**config.mk**
```make
export PLATFORM = sky130hd
export DESIGN_NAME = producer_session_admission_flat
export DESIGN_NICKNAME = d
export VERILOG_FILES = /design/src/psa_pkg.sv /design/src/psa_if.sv /design/src/producer_session_admission.sv /design/src/flat_wrapper.sv
export SDC_FILE = /design/constraint.sdc
export NUM_CORES = 2
export LEC_CHECK = 0
export ABC_AREA = 1
export BUFFER_PORTS_ARGS = -buffer_cell sky130_fd_sc_hd__buf_2
export CAP_MARGIN = 20
export CORE_MARGIN = 1
export CORE_UTILIZATION = 60
export DETAILED_ROUTE_END_ITERATION = 16
export PLACE_DENSITY = 0.81
export SYNTH_ARGS = -nofsm -noshare
export SYNTH_HDL_FRONTEND = slang
export SYNTH_SLANG_ARGS = --single-unit
```
**constraint.sdc**
```tcl
create_clock -name clock -period 15.7 [get_ports clock]
set_input_delay 1.57 -clock clock [delete_from_list [all_inputs] [get_ports clock]]
set_output_delay 1.57 -clock clock [all_outputs]
set_load 0.03 [all_outputs]
```
**src/psa_pkg.sv**
```systemverilog
`timescale 1ns / 1ps
// ----------------------------------------------------------------------------
// psa_pkg
// shared sizes and state codes for producer session admission
// ----------------------------------------------------------------------------
package psa_pkg;

   localparam int ID_W          = 64;
   localparam int STAMP_W       = 64;
   localparam int RETIRED_SLOTS = 16;
   localparam int CNT_W         = $clog2(RETIRED_SLOTS + 1);
   localparam int IDX_W         = (RETIRED_SLOTS > 1) ? $clog2(RETIRED_SLOTS) : 1;

   typedef enum logic [2:0] {
      ST_IDLE   = 3'b001,
      ST_SCAN   = 3'b010,
      ST_DECIDE = 3'b100
   } state_type;

endpackage

```
**src/psa_if.sv**
```systemverilog
`timescale 1ns / 1ps
// ----------------------------------------------------------------------------
// psa request and response channels
// valid/ready channels carrying admission requests and their verdicts
// ----------------------------------------------------------------------------
interface psa_req_if;
   logic                               valid;
   logic                               ready;
   logic        [psa_pkg::ID_W-1:0]    producer_id;
   logic signed [psa_pkg::STAMP_W-1:0] source_stamp;

   modport source (output valid, output producer_id, output source_stamp, input ready);
   modport sink   (input valid, input producer_id, input source_stamp, output ready);
endinterface

interface psa_rsp_if;
   logic valid;
   logic ready;
   logic accept;
   logic transitioned;
   logic replay;
   logic stale;
   logic invalid;

   modport source (output valid, output accept, output transitioned, output replay,
                   output stale, output invalid, input ready);
   modport sink   (input valid, input accept, input transitioned, input replay,
                   input stale, input invalid, output ready);
endinterface

```
**src/producer_session_admission.sv**
```systemverilog
`timescale 1ns / 1ps
// ----------------------------------------------------------------------------
// producer_session_admission
// admits requests by producer id and source stamp, tracking retired producers
// ----------------------------------------------------------------------------
// req_bus carries one request (producer id, signed source stamp); rsp_bus
// returns one verdict per request: accept, transitioned, replay, stale and
// invalid. A request is taken when valid and ready are both high.
// The block handles one request at a time. After a request is taken it scans
// the retired-id memory, one entry per cycle through its single read port,
// waits for the last compare, then decides and updates state. With no
// producer retired no entry is read; otherwise every entry below the
// retired count is read, so the scan length is set by that count and the
// memory's one read per cycle.
// Ready rises in the cycle the verdict appears, so a new request is taken
// only once the previous one is decided.
// The verdict sits in an output register, so the next request is taken while
// it waits; if the receiver still stalls when that next request is decided,
// the block holds in its decide step until the register frees up.
// Synchronous reset clears the current producer, the latest stamp and the
// retired count; the retired-id memory is not cleared since only entries
// below the count are ever read.
// ----------------------------------------------------------------------------
module producer_session_admission (
   input  logic                clock,
   input  logic                reset,
   psa_req_if.sink             req_bus,
   psa_rsp_if.source           rsp_bus
);
   import psa_pkg::*;

   state_type                 state_ff, state_in;

   logic        [ID_W-1:0]    cur_id_ff, cur_id_in;
   logic signed [STAMP_W-1:0] latest_ff, latest_in;
   logic        [CNT_W-1:0]   count_ff, count_in;

   logic        [ID_W-1:0]    id_ff, id_in;
   logic signed [STAMP_W-1:0] stamp_ff, stamp_in;
   logic        [CNT_W-1:0]   idx_ff, idx_in;
   logic                      pend_ff, pend_in;
   logic                      hit_ff, hit_in;

   logic                      rsp_valid_ff, rsp_valid_in;
   logic                      acc_ff, acc_in;
   logic                      trans_ff, trans_in;
   logic                      replay_ff, replay_in;
   logic                      stale_ff, stale_in;
   logic                      inv_ff, inv_in;

   // retired-id memory
   logic        [ID_W-1:0]    retired_mem [RETIRED_SLOTS];
   logic        [ID_W-1:0]    rd_data_ff;
   logic                      rd_en;
   logic                      wr_en;

   logic                      take;
   logic                      out_free;
   logic                      bad_req;
   logic                      full;

   assign take     = req_bus.valid && req_bus.ready;
   assign out_free = !rsp_valid_ff || rsp_bus.ready;
   assign bad_req  = (id_ff == '0) || (stamp_ff <= 0);
   assign full     = (count_ff >= CNT_W'(RETIRED_SLOTS));

   assign req_bus.ready        = (state_ff == ST_IDLE);
   assign rsp_bus.valid        = rsp_valid_ff;
   assign rsp_bus.accept       = acc_ff;
   assign rsp_bus.transitioned = trans_ff;
   assign rsp_bus.replay       = replay_ff;
   assign rsp_bus.stale        = stale_ff;
   assign rsp_bus.invalid      = inv_ff;

   assign rd_en = (state_ff == ST_SCAN) && (idx_ff < count_ff);

   always_ff @(posedge clock) begin
      if (rd_en) begin
         rd_data_ff <= retired_mem[idx_ff[IDX_W-1:0]];
      end
      if (wr_en) begin
         retired_mem[count_ff[IDX_W-1:0]] <= cur_id_ff;
      end
   end

   always_comb begin
      state_in     = state_ff;
      cur_id_in    = cur_id_ff;
      latest_in    = latest_ff;
      count_in     = count_ff;
      id_in        = id_ff;
      stamp_in     = stamp_ff;
      idx_in       = idx_ff;
      pend_in      = 1'b0;
      hit_in       = hit_ff;
      rsp_valid_in = rsp_valid_ff && !rsp_bus.ready;
      acc_in       = acc_ff;
      trans_in     = trans_ff;
      replay_in    = replay_ff;
      stale_in     = stale_ff;
      inv_in       = inv_ff;
      wr_en        = 1'b0;

      unique case (state_ff)
         ST_IDLE: begin
            if (take) begin
               id_in    = req_bus.producer_id;
               stamp_in = req_bus.source_stamp;
               idx_in   = '0;
               hit_in   = 1'b0;
               state_in = ST_SCAN;
            end
         end
         ST_SCAN: begin
            // compare the entry read last cycle, issue the next read
            if (pend_ff && (rd_data_ff == id_ff)) begin
               hit_in = 1'b1;
            end
            if (rd_en) begin
               idx_in  = idx_ff + CNT_W'(1);
               pend_in = 1'b1;
            end else if (!pend_ff) begin
               state_in = ST_DECIDE;
            end
         end
         ST_DECIDE: begin
            if (out_free) begin
               rsp_valid_in = 1'b1;
               acc_in       = 1'b0;
               trans_in     = 1'b0;
               replay_in    = 1'b0;
               stale_in     = 1'b0;
               inv_in       = 1'b0;
               state_in     = ST_IDLE;
               if (bad_req) begin
                  inv_in = 1'b1;
               end else if (cur_id_ff == '0) begin
                  cur_id_in = id_ff;
                  latest_in = stamp_ff;
                  acc_in    = 1'b1;
                  trans_in  = 1'b1;
               end else if (id_ff == cur_id_ff) begin
                  if (stamp_ff < latest_ff) begin
                     stale_in = 1'b1;
                  end else if (stamp_ff == latest_ff) begin
                     acc_in    = 1'b1;
                     replay_in = 1'b1;
                  end else begin
                     latest_in = stamp_ff;
                     acc_in    = 1'b1;
                  end
               end else if (hit_ff || (stamp_ff <= latest_ff)) begin
                  stale_in = 1'b1;
               end else if (full) begin
                  inv_in = 1'b1;
               end else begin
                  // retire the current producer and hand over
                  wr_en     = 1'b1;
                  count_in  = count_ff + CNT_W'(1);
                  cur_id_in = id_ff;
                  latest_in = stamp_ff;
                  acc_in    = 1'b1;
                  trans_in  = 1'b1;
               end
            end
         end
         default: begin
            state_in = ST_IDLE;
         end
      endcase
   end

   always_ff @(posedge clock) begin
      if (reset) begin
         state_ff     <= ST_IDLE;
         cur_id_ff    <= '0;
         latest_ff    <= '0;
         count_ff     <= '0;
         pend_ff      <= 1'b0;
         rsp_valid_ff <= 1'b0;
      end else begin
         state_ff     <= state_in;
         cur_id_ff    <= cur_id_in;
         latest_ff    <= latest_in;
         count_ff     <= count_in;
         pend_ff      <= pend_in;
         rsp_valid_ff <= rsp_valid_in;
      end
   end

   always_ff @(posedge clock) begin
      id_ff     <= id_in;
      stamp_ff  <= stamp_in;
      idx_ff    <= idx_in;
      hit_ff    <= hit_in;
      acc_ff    <= acc_in;
      trans_ff  <= trans_in;
      replay_ff <= replay_in;
      stale_ff  <= stale_in;
      inv_ff    <= inv_in;
   end

endmodule
```
**src/flat_wrapper.sv**
```systemverilog
// flat-port wrapper written by rule: the top's interface ports become plain ports
module producer_session_admission_flat import psa_pkg::*;
  (clock, reset, req_bus_valid, req_bus_producer_id, req_bus_source_stamp, req_bus_ready, rsp_bus_valid, rsp_bus_accept, rsp_bus_transitioned, rsp_bus_replay, rsp_bus_stale, rsp_bus_invalid, rsp_bus_ready);
  psa_req_if req_bus_i ();
  psa_rsp_if rsp_bus_i ();
  input  logic clock;
  input  logic reset;
  input wire logic [$bits(req_bus_i.valid)-1:0] req_bus_valid;
  input wire logic [$bits(req_bus_i.producer_id)-1:0] req_bus_producer_id;
  input wire logic [$bits(req_bus_i.source_stamp)-1:0] req_bus_source_stamp;
  output wire logic [$bits(req_bus_i.ready)-1:0] req_bus_ready;
  output wire logic [$bits(rsp_bus_i.valid)-1:0] rsp_bus_valid;
  output wire logic [$bits(rsp_bus_i.accept)-1:0] rsp_bus_accept;
  output wire logic [$bits(rsp_bus_i.transitioned)-1:0] rsp_bus_transitioned;
  output wire logic [$bits(rsp_bus_i.replay)-1:0] rsp_bus_replay;
  output wire logic [$bits(rsp_bus_i.stale)-1:0] rsp_bus_stale;
  output wire logic [$bits(rsp_bus_i.invalid)-1:0] rsp_bus_invalid;
  input wire logic [$bits(rsp_bus_i.ready)-1:0] rsp_bus_ready;
  assign req_bus_i.valid = req_bus_valid;
  assign req_bus_i.producer_id = req_bus_producer_id;
  assign req_bus_i.source_stamp = req_bus_source_stamp;
  assign req_bus_ready = req_bus_i.ready;
  assign rsp_bus_valid = rsp_bus_i.valid;
  assign rsp_bus_accept = rsp_bus_i.accept;
  assign rsp_bus_transitioned = rsp_bus_i.transitioned;
  assign rsp_bus_replay = rsp_bus_i.replay;
  assign rsp_bus_stale = rsp_bus_i.stale;
  assign rsp_bus_invalid = rsp_bus_i.invalid;
  assign rsp_bus_i.ready = rsp_bus_ready;
  producer_session_admission u_core (.clock(clock), .reset(reset), .req_bus(req_bus_i), .rsp_bus(rsp_bus_i));
endmodule
```
### After elaboration in Yosys (flattened, before gate mapping)

Memories as Yosys holds them, arrays and structs flattened. A register that Yosys moved wholly into a read port is not among the register bits.
Index checks and enable logic that the tools add are counted.

| storage, ports and cells | value |
|---|---|
| output and inout bits | 7 |
| word-level logic and storage cells | 116 |
| memory bits (writable) | 1024 |
| register bits | 277 |
| input bits | 132 |
| memories kept | 1 |

| operators by class | value |
|---|---|
| equal/unequal tests | 19 |
| reductions and logical operators | 23 |
| bitwise operators | 6 |
| magnitude comparators | 5 |
| $add $sub $neg | 2 |
| multiplexer cells | 45 |

Memories:

| memory | depth | width | read ports | clocked after memory_dff | wr ports | line | text |
|---|---|---|---|---|---|---|---|
| u_core.retired_mem | 16 | 64 | 1 | 1 | 1 | producer_session_admission.sv:52 | `logic [ID_W-1:0] retired_mem [RETIRED_SLOTS];` |

Operators with widths:

| cell | count |
|---|---|
| 64-bit 2-to-1 mux | 10 |
| 64-bit == test | 3 |
| 64-bit zero test | 2 |
| 64-bit by 1-bit less-or-equal comparator with 1-bit output, second input constant | 1 |
| 64-bit less-or-equal comparator | 1 |
| 64-bit < comparator | 1 |
| 1-bit 2-to-1 mux | 26 |
| 7-bit AND reduction | 2 |
| 3-bit 2-to-1 mux | 4 |
| 5-bit by 1-bit adder with 5-bit output, second input constant | 2 |
| 5-bit 2-to-1 mux | 2 |
| 2-bit != test, second input constant | 5 |
| 5-bit case mux with 2 select lines | 1 |
| 3-bit case mux with 3 select lines | 1 |
| 2-bit by 1-bit != test with 1-bit output, second input constant | 4 |
| 3-bit by 2-bit != test with 1-bit output, second input constant | 2 |
| 1-bit NOT | 6 |
| 3-bit AND reduction | 2 |
| 6-bit AND reduction | 1 |
| 5-bit greater-or-equal comparator, second input constant | 1 |
| 5-bit < comparator | 1 |
| 1-bit logical AND | 4 |
| 2-bit AND reduction | 2 |
| 4-bit AND reduction | 1 |
| 11 further kinds | 15 |

### Depth between registers and ports, before layout

| logic depth | value |
|---|---|
| depth after elaboration | 10 |
| gate-level depth with buffers | 23 |
| depth with buffers taken out | 22 |

### Worst setup path after synthesis

OpenSTA, ideal clock, no wires.

| path | value |
|---|---|
| kind | input-to-reg |
| start point | input port rsp_bus_ready |
| end point | memory u_core.retired_mem[15][0] (enable) |
| path buffers | 1 |
| library setup time | 0.644 ns |
| arrival | 8.775 ns |
| required time | 15.056 ns |
| setup slack | 6.281 ns |
| stages on the path | 9 |
| cells stage by stage | nor2_1 > nor2_1 > inv_1 > nor2_1 > nand2_1 > nor2_1 > nand2_1 > buf_2 > nor4_1 |

| between the ends | value |
|---|---|
| longest elaborated chain between the ends | 5 |

Ends and longest elaborated chain:

| item | line | text |
|---|---|---|
| start: declaration | flat_wrapper.sv:18 | `input wire logic [$bits(rsp_bus_i.ready)-1:0] rsp_bus_ready;` |
| 1-bit logical OR | producer_session_admission.sv:63 | `assign out_free = !rsp_valid_ff \|\| rsp_bus.ready;` |
| 1-bit 2-to-1 mux | producer_session_admission.sv:127 | `if (out_free) begin` |
| 1-bit 2-to-1 mux | producer_session_admission.sv:104 | `unique case (state_ff)` |
| 1-bit 2-to-1 mux | producer_session_admission.sv:81 | `if (wr_en) begin` |
| 1-bit 2-to-1 mux (not written as such) | producer_session_admission.sv:82 | `retired_mem[count_ff[IDX_W-1:0]] <= cur_id_ff;` |
| end: declaration | producer_session_admission.sv:52 |  |

No other way between the ends.

### Final worst setup path

| path | value |
|---|---|
| start point | register u_core.cur_id_ff[10] |
| end point | register u_core.latest_ff[37] |

| between the ends | value |
|---|---|
| longest elaborated chain between the ends | 3 |
| elaborated cells on any way between the ends | 9 |
| those cells by class | 5 x eq/ne; 2 x mux; 2 x reduce/logical |

Ends and longest elaborated chain:

| item | line | text |
|---|---|---|
| start: declaration | producer_session_admission.sv:34 | `logic [ID_W-1:0] cur_id_ff, cur_id_in;` |
| start signal: assignment | producer_session_admission.sv:183 | `cur_id_ff <= cur_id_in;` |
| 64-bit == test or 64-bit zero test (tied branches) | producer_session_admission.sv:142, producer_session_admission.sv:137 |  |
| 3-bit != test (no source line) (tied with other cells) | -- |  |
| 7-bit AND reduction (no source line) or 64-bit 2-to-1 mux (tied branches) | -- |  |
| end signal: assignment | producer_session_admission.sv:184 | `latest_ff <= latest_in;` |
| end: declaration | producer_session_admission.sv:35 | `logic signed [STAMP_W-1:0] latest_ff, latest_in;` |

Several ways; a longest one is shown, not always the timed one.
A chain may end at the register's enable or synchronous reset.

==> results.ini <==
[synth]
synth.yosys.seq_area_share_pct = 70.26
syn_inst = 4627
synthArstFlopShare_pct = 0
synth_area_um2 = 56370
syn-num-nets = 4832
ys_warn_count = 0
syn_avg_cell_area_um2 = 12.18
synth_edf_count = 1227
ys_types = 41
synth_ff_type = edfxtp_1
synth-seq-cells = 1365

[clock_tree]
cts_buffer_depth = 3
cts_resized = 0
cts_hold_buf = 0
clk_pin_slew_worst_paths_ns = 0.06
cts_tree = done
cts_root_buffer = clkbuf_16
cts_buffers = 138
clock_latency_ns = 0.75
cts.sinks = 1365
h-tree-depth = 4
cts_setup_buffers = 0

[setup_path]
startpoint_type = register
path_max_fanout = 67
crit_top_cell = nor2_1
crit_type = reg -> reg
endpoint_kind = register
max_stage_delay_ns = 0.80
critPathArrivalTime_ns = 5.69
ff2ff_setup_slack_ns = 10.64
path_cells = nor4_1 > nand4_1 > nor2_1 > nand3_2 > nand2_4 > nor2_1 > nor2_4 > buf_4 > buf_4 > nand3_1 > nand2_1 > nor2_1
cp.required_ns = 16.33
cp_slowest_cell = nand2_4

[placed_design]
portBuffers = 138
gp_congestion = 0.8313
dp_hpwl_um = 72260

[sta]
hold_viol_final = 0
fin_skew_ns = 0.03010
worst_pin_slew_ns = 1.225
finalCritPeriodShare_pct = 32.23
setup_tns_ns = 0
maxSlewHeadroom_pct = 18.33
fmax_mhz = 197.6
rsz0062_at_grt = false
slew_violations = 0
fin_crit_ns = 5.060
setup_violations = 0

[floorplan]
num_rows = 112
initial_core_util_pct = 60.49
die_area_um2 = 95180
ioPinCount = 139
core_region_area_um2 = 93190
die_w_um = 308.5
die_h_um = 308.5

[drt]
wire_per_inst_um = 22.42
drc = 0
vias_per_cell = 6.173
drtPass1Iterations = 7
drtIter0Drc = 5197
postRouteAntennaNets = 0
via_count = 37473
wl_um = 136100

[power_and_ir_drop]
power_mw = 7.692
vdd_drop_max_uv = 116.6
power_density_nw_per_um2 = 123.1
power_leakage_nw = 22.08

[global_route]
overflow = 0
grt_pass1_wl_um = 204400
grt_antenna_before_repair = 4
grt_util_all_layers_pct = 28.39
grt_pass1_vias = 35856
grt_max_degree = 265

[outcome]
status = completed

[finish]
area_growth_pct = 10.86
multiInputGateArea_um2 = 14410
num-fill-cells = 6214
nNetsFinal = 4907
final_cell_mix = 1227 x edfxtp_1, 775 x nor2_1, 530 x nand2_1
layout_commonest_cell = edfxtp_1
layout-drive-gt1-share_pct = 10.35
regArea_um2 = 39610

[hold_path]
hold_class = reg -> reg

[job]
drv.max_cap_violation_count = 0

-- report_power, final --
group / internal, mW / total (mW) / switching, mW
logic: 0.176 / 0.570 / 0.395
clock network: 1.77 / 3.12 / 1.36
registers: 3.96 / 4.00 / 0.0342
-- sequential cells by signal, indices dropped and copies added, names as in the netlist --
register and count:
u_core.count_ff 5, u_core.cur_id_ff 64, u_core.hit_ff 1, u_core.id_ff 64, u_core.idx_ff 5, u_core.latest_ff 64
u_core.pend_ff 1, u_core.rd_data_ff 64, u_core.retired_mem 1024, u_core.rsp_bus.accept 1, u_core.rsp_bus.invalid 1, u_core.rsp_bus.replay 1
u_core.rsp_bus.stale 1, u_core.rsp_bus.transitioned 1, u_core.rsp_bus.valid 1, u_core.stamp_ff 64, u_core.state_ff 3
-- synth_stat cells, types with 86 or more instances --
cell | instances | area (um2)
dfxtp_1 | 138 | 2763
nand2_1 | 530 | 1989
nor2_1 | 777 | 2917
o221ai_1 | 103 | 902.1
mux2i_1 | 102 | 1021
inv_1 | 345 | 1295
clkbuf_1 | 178 | 668.1
a21oi_1 | 86 | 430.4
nand4_1 | 131 | 819.5
o32ai_1 | 154 | 1349
nand3_1 | 201 | 1006
o21ai_0 | 265 | 1326
edfxtp_1 | 1227 | 36850
-- metrics by stage --
stage	util (%)	instances	hold slack [ns]	cell area (um2)	setup WS [ns]
after floorplan	-	4627	0.4169	56370	6.281
after global placement	62.37	5812	0.4262	58120	10.57
after detailed placement	62.37	5812	0.4295	58120	10.48
after CTS	66.96	6062	0.4439	62400	10.62
after global routing	67.06	6069	0.4543	62490	10.39
final	67.06	6070	0.4450	62490	10.64
-- cells by family (layout without fill, tap and decap cells) --
kind of cell	Yosys count	in the layout	synth area share (%)
other	0	4	0
adder cells (fa/ha/maj)	73	73	1.620
buffers and inverters	629	814	4.395
multiplexers	102	102	1.811
flip-flops	1365	1365	70.26
XOR/XNOR	66	66	1.025
AO/OA/AOI/OAI	670	670	8.004
AND/OR/NAND/NOR	1722	1722	12.88
-- cell type report --
cell class | count | share of cell area [%]
Tap cell | 1254 | 2.511
Clock buffer | 180 | 5.992
Antenna cell | 4 | 0.01602
Sequential cell | 1365 | 63.38
Timing Repair Buffer | 198 | 1.978
Inverter | 366 | 2.226
Clock inverter | 70 | 0.8469
Multi-Input combinational cell | 2633 | 23.05
-- critical path, delay by kind of cell (launching register included) --
family,cells,cell delay [ns]
flip-flops,1,0.55
buffers and inverters,2,1.28
AND/OR/NAND/NOR,10,3.05
-- metal layers --
metal  wire, um  track usage (%)
met5         14                0
met1      51020            37.29
met4       5555            13.13
met2      66100            46.26
met3      13380            5.099
-- path summary, 6_finish.rpt --
check,end,from,cells after the start
setup / recovery,u_core.latest_ff[37],u_core.cur_id_ff[10],12
setup reg to reg,u_core.latest_ff[37],u_core.cur_id_ff[10],12
hold reg to reg,u_core.latest_ff[63],u_core.latest_ff[63],2
hold / removal,u_core.latest_ff[63],u_core.latest_ff[63],2
(Power assumes the default switching activity.)
